### src/rtl/dqe_pkg.sv
package dqe_pkg;

  localparam int IDW          = 10;
  localparam int ID_COUNT_DEF = 1024;
  localparam int WORD_W       = 32;
  localparam int WB           = 5;

  typedef enum logic [1:0] {
    KIND_PUSH   = 2'd0,
    KIND_POP    = 2'd1,
    KIND_CHANGE = 2'd2
  } kind_t;

  typedef enum logic [1:0] {
    ORD_UNORDERED = 2'd0,
    ORD_FIFO      = 2'd1,
    ORD_LIFO      = 2'd2
  } order_t;

  typedef struct packed {
    logic [1:0]     kind;
    logic [IDW-1:0] item_id;
    logic [1:0]     new_order;
  } in_item_t;

  typedef struct packed {
    logic           inserted;
    logic           popped_valid;
    logic [IDW-1:0] popped_id;
    logic           empty_pop_error;
    logic           has_next;
  } out_item_t;

  typedef enum logic [3:0] {
    ST_CLEAR,
    ST_IDLE,
    ST_DISPATCH,
    ST_POP_COMMIT,
    ST_SCAN_CHECK,
    ST_RB_LOAD,
    ST_RB_BIT
  } state_t;

  typedef enum logic [3:0] {
    CMD_HOLD,
    CMD_CLEAR,
    CMD_ACCEPT,
    CMD_PUSH,
    CMD_POP_EMPTY,
    CMD_POP_FETCH,
    CMD_POP_COMMIT,
    CMD_SCAN_START,
    CMD_SCAN_NEXT,
    CMD_SCAN_COMMIT,
    CMD_CHANGE,
    CMD_RB_START,
    CMD_RB_LOAD,
    CMD_RB_WRITE,
    CMD_RB_NEXT,
    CMD_RB_FINISH
  } cmd_t;

  typedef struct packed {
    logic [1:0] kind;
    logic       in_fire;
    logic       cnt_zero;
    logic       unordered;
    logic       rebuild;
    logic       row_hit;
    logic       word_zero;
    logic       last_row;
    logic       out_free;
  } dqe_status_t;

  // lowest set bit of a bitmap word
  function automatic logic [WB-1:0] lowest_bit(input logic [WORD_W-1:0] w);
    logic [WB-1:0] b;
    b = '0;
    for (int i = WORD_W - 1; i >= 0; i--) begin
      if (w[i]) begin
        b = WB'(i);
      end
    end
    return b;
  endfunction

endpackage

### src/rtl/dqe_ctrl.sv
module dqe_ctrl
  import dqe_pkg::*;
(
  input  logic        clk,
  input  logic        rst_n,
  input  dqe_status_t st,
  output cmd_t        cmd
);

  state_t state_r, state_nxt;

  always_ff @(posedge clk) begin
    if (!rst_n) begin
      state_r <= ST_CLEAR;
    end else begin
      state_r <= state_nxt;
    end
  end

  always_comb begin
    state_nxt = state_r;
    unique case (state_r)
      ST_CLEAR: if (st.last_row) state_nxt = ST_IDLE;
      ST_IDLE:  if (st.in_fire) state_nxt = ST_DISPATCH;
      ST_DISPATCH: begin
        unique case (st.kind)
          KIND_PUSH: if (st.out_free) state_nxt = ST_IDLE;
          KIND_POP: begin
            if (st.cnt_zero) begin
              if (st.out_free) state_nxt = ST_IDLE;
            end else if (st.unordered) begin
              state_nxt = ST_SCAN_CHECK;
            end else begin
              state_nxt = ST_POP_COMMIT;
            end
          end
          default: begin
            if (st.rebuild) state_nxt = ST_RB_LOAD;
            else if (st.out_free) state_nxt = ST_IDLE;
          end
        endcase
      end
      ST_POP_COMMIT: if (st.out_free) state_nxt = ST_IDLE;
      ST_SCAN_CHECK: if (st.row_hit && st.out_free) state_nxt = ST_IDLE;
      ST_RB_LOAD:    state_nxt = ST_RB_BIT;
      ST_RB_BIT: begin
        if (st.word_zero) begin
          if (!st.last_row) state_nxt = ST_RB_LOAD;
          else if (st.out_free) state_nxt = ST_IDLE;
        end
      end
      default: state_nxt = ST_IDLE;
    endcase
  end

  always_comb begin
    cmd = CMD_HOLD;
    unique case (state_r)
      ST_CLEAR: cmd = CMD_CLEAR;
      ST_IDLE:  cmd = CMD_ACCEPT;
      ST_DISPATCH: begin
        unique case (st.kind)
          KIND_PUSH: if (st.out_free) cmd = CMD_PUSH;
          KIND_POP: begin
            if (st.cnt_zero) begin
              if (st.out_free) cmd = CMD_POP_EMPTY;
            end else if (st.unordered) begin
              cmd = CMD_SCAN_START;
            end else begin
              cmd = CMD_POP_FETCH;
            end
          end
          default: begin
            if (st.rebuild) cmd = CMD_RB_START;
            else if (st.out_free) cmd = CMD_CHANGE;
          end
        endcase
      end
      ST_POP_COMMIT: if (st.out_free) cmd = CMD_POP_COMMIT;
      ST_SCAN_CHECK: begin
        if (!st.row_hit) cmd = CMD_SCAN_NEXT;
        else if (st.out_free) cmd = CMD_SCAN_COMMIT;
      end
      ST_RB_LOAD: cmd = CMD_RB_LOAD;
      ST_RB_BIT: begin
        if (!st.word_zero) cmd = CMD_RB_WRITE;
        else if (!st.last_row) cmd = CMD_RB_NEXT;
        else if (st.out_free) cmd = CMD_RB_FINISH;
      end
      default: cmd = CMD_HOLD;
    endcase
  end

endmodule

### config.mk
export PLATFORM = sky130hd
export DESIGN_NAME = dqe_ctrl
export DESIGN_NICKNAME = d
export VERILOG_FILES = /design/src/rtl/dqe_pkg.sv /design/src/rtl/dqe_ctrl.sv
export SDC_FILE = /design/constraint.sdc
export NUM_CORES = 1
export LEC_CHECK = 0
export BUFFER_PORTS_ARGS = -buffer_cell sky130_fd_sc_hd__buf_2
export CAP_MARGIN = 30
export CORE_UTILIZATION = 35
export CTS_CLUSTER_DIAMETER = 50
export DETAILED_ROUTE_END_ITERATION = 16
export PLACE_DENSITY = 0.57
export SYNTH_ARGS = -nofsm -noshare
export SYNTH_HDL_FRONTEND = slang
export SYNTH_SLANG_ARGS = --single-unit
### constraint.sdc
create_clock -name clk -period 1.59 [get_ports clk]
set_input_delay 0.2385 -clock clk [delete_from_list [all_inputs] [get_ports clk]]
set_output_delay 0.2385 -clock clk [all_outputs]
set_load 0.02 [all_outputs]
==> impl_metrics.py <==
metrics = {
    "run_status": {
        "run_status": "complete, but fails checks",
        "violations": "setup timing",
    },
    "sta": {
        "setup_ws_ps": -150.2,
        "fmax_mhz": 574.6,
        "hold_viol": 0,
        "fin_skew_ps": 4.746,
        "period_share_pct": 109.4,
        "tns_ps": -500.3,
        "min_period_ps": 1740,
        "rsz0062_at_grt": "yes",
        "holdWs_ps": 258.8,
        "setup_viol": 4,
        "slew_viol_final": 0,
        "tightest_slew_ps": 501.4,
        "relSlewSlack_pct": 66.49,
    },
    "grt": {
        "grt_max_degree": 13,
        "gr-max-usage-layer": "met2",
        "grt_util_met2_pct": 34.46,
        "grt_pass1_wl_um": 3111,
        "grt_pass1_vias": 694,
        "gr-usage-all-layers_pct": 22.84,
        "grt_use_met3_pct": 4.310,
        "use_met1_pct": 33.07,
        "grt.overflow.total": 0,
        "antenna_found_initial": 0,
    },
    "critical_path": {
        "r2r_cells": 4,
        "cp_max_fo": 4,
        "critPathRequiredTime_ps": 1350,
        "crit_chain": "inv_2 -> or4_4 -> a21oi_2 -> a211o_1 -> buf_6",
        "max_stage_delay_ps": 550,
        "cp_slowest_cell": "or4_4",
        "cp.arrival_ps": 1500,
        "crit_type": "reg2out",
        "r2r_end": "state_r[0]",
        "critPathCaptureType": "primary output",
        "regToRegSetupSlack_ps": 20,
        "reg2reg_from": "state_r[1]",
        "startpoint_type": "register",
    },
    "placement": {
        "portBuffers": 15,
        "dpl_cell_area_um2": 797.0,
        "gp_congestion": 0.8821,
        "placedCellCount": 124,
        "pre_cts_ws_ps": -114.6,
        "dp_hpwl_um": 1505,
    },
    "floorplan": {
        "pin_count": 16,
        "core-area_um2": 1506,
        "num_rows": 14,
        "dieWidth_um": 42.24,
        "die_height_um": 42.24,
        "start_util_pct": 37.62,
        "die_area_um2": 1784,
    },
    "final_layout": {
        "reg.largest.list": "state_r (4)",
        "final_cell_mix": "buf_4, buf_2, nand2b_1, nor2_1, a211o_1",
        "fin_util_pct": 58.31,
        "antenna_cells": 0,
        "largest_reg_flops": 4,
        "regMostFlops": "state_r",
        "fin_area_um2": 878.3,
        "final_common_cell": "buf_4",
        "syn_to_final_growth_pct": 54.97,
        "drive_gt1_share_pct": 47.32,
        "nets": 126,
        "final_cells": 128,
    },
    "cts": {
        "cts_tree": "built",
        "clock_latency_ps": 230,
        "cts_buffers": 3,
        "cts-root-buf": "clkbuf_4",
        "cts_max_path_buffers": 2,
        "clkSinkCount": 4,
        "cts_max_level": 1,
        "clkTransAtPathRegs_ps": 40,
    },
    "yosys": {
        "ys_types": 40,
        "avgSynthCellArea_um2": 7.175,
        "syn_nets": 91,
        "synth_warnings": 0,
        "async_reset_ff_share_pct": 0,
        "synth_top_area_cell": "dfxtp_1",
        "yosysTopAreaCellShare_pct": 14.13,
        "ys_seq_area_share_pct": 14.13,
        "syn-cell-area_um2": 566.8,
        "yosys_register_bits": 4,
        "netlist_instances": 79,
        "synth_edf_count": 0,
        "ys.flop_type": "dfxtp_1",
        "synth.area.top_cells": "dfxtp_1, a211o_1, nand2b_1",
    },
    "routing": {
        "drtPass1Iterations": 4,
        "drtIter0Drc": 28,
        "vias_per_cell": 5.875,
        "drc": 0,
        "vias": 752,
        "antenna_left": 0,
        "routed_wl_um": 1882,
        "wl_per_cell_um": 14.70,
    },
    "worst_hold_path": {
        "hold_path.class": "in2reg",
        "worstHoldStart": "rst_n",
        "hold_depth": 3,
        "worstHoldEndpoint": "state_r[0]",
    },
    "pwr": {
        "powerDensity_nw_per_um2": 528.3,
        "finalPower_mw": 0.4641,
        "p_leak_nw": 0.3982,
        "ir_drop_mv": 0.3898,
    },
    "flow_run": {
        "max_cap_violations": 0,
    },
}
[cell usage after synthesis, drive strengths merged (2+ instances only)]
cell type,instances
nand2b,6
a21oi,5
and3b,2
nand2,3
nand3b,2
o21ai,5
a211o,5
nor2,6
dfxtp,4
o22a,2
clkbuf,4
nor2b,3
nand3,3
a31oi,3
inv,3
[final cells by class]
type	count	area [um^2]
Multi-Input combinational cell	67	490.5
Tap cell	16	20.02
Clock buffer	3	22.52
Sequential cell	4	86.33
Fill cell	157	628.1
Inverter	3	11.26
Timing Repair Buffer	35	247.7
[routing by layer]
metal	up-vias	part of all wire [%]	wire (um)
li1	379	-	-
met5	-	0	0
met2	36	46	859
met1	333	47	885
met4	0	1.5	29
met3	4	5.7	107
[how the worst max path moves through the flow]
stage / cells after the start / startpoint / slack, ps / to
2_1_floorplan: 4 / state_r[0] / 1 / cmd[2]
3_3_place_gp: 7 / st[8] / -110 / state_r[1]
3_5_place_dp: 7 / st[8] / -110 / state_r[1]
4_1_cts: 5 / state_r[1] / -170 / cmd[1]
5_1_grt: 5 / state_r[1] / -230 / cmd[1]
6_report: 5 / state_r[1] / -150 / cmd[1]
[worst max-delay path, delay by kind of cell (launching register included)]
family,cells,cell delay (ps)
buffers and inverters,2,150
AOI/OAI and AO/OA,2,250
and+or+nand+nor,1,550
DFF,1,320
[power breakdown]
group	leakage [nW]	internal (mW)	switching, mW	total, mW
clock	0.0138	0.0842	0.0374	0.122
sequential	0.0345	0.109	0.0136	0.122
combinational	0.350	0.111	0.109	0.220
total	0.398	0.304	0.160	0.464
[kinds of logic (layout without fill, tap and decap cells)]
logic type             count (synthesis)  in the layout  share of synthesized area (%)
AO/OA/AOI/OAI                         33             33                          43.49
AND/OR/NAND/NOR                       33             33                          35.76
buffers and inverters                  8             41                          5.960
flip-flops                             4              4                          14.13
other                                  1              1                         0.6616
[what timing repair did]
item,4_1_cts,5_1_grt
hold buffers,0,0
resized for setup,14,3
pin swaps,5,1
endpoints found under the setup margin,5,6
buffers inserted,1,1
No activity file was read; power rests on OpenSTA's default activity.
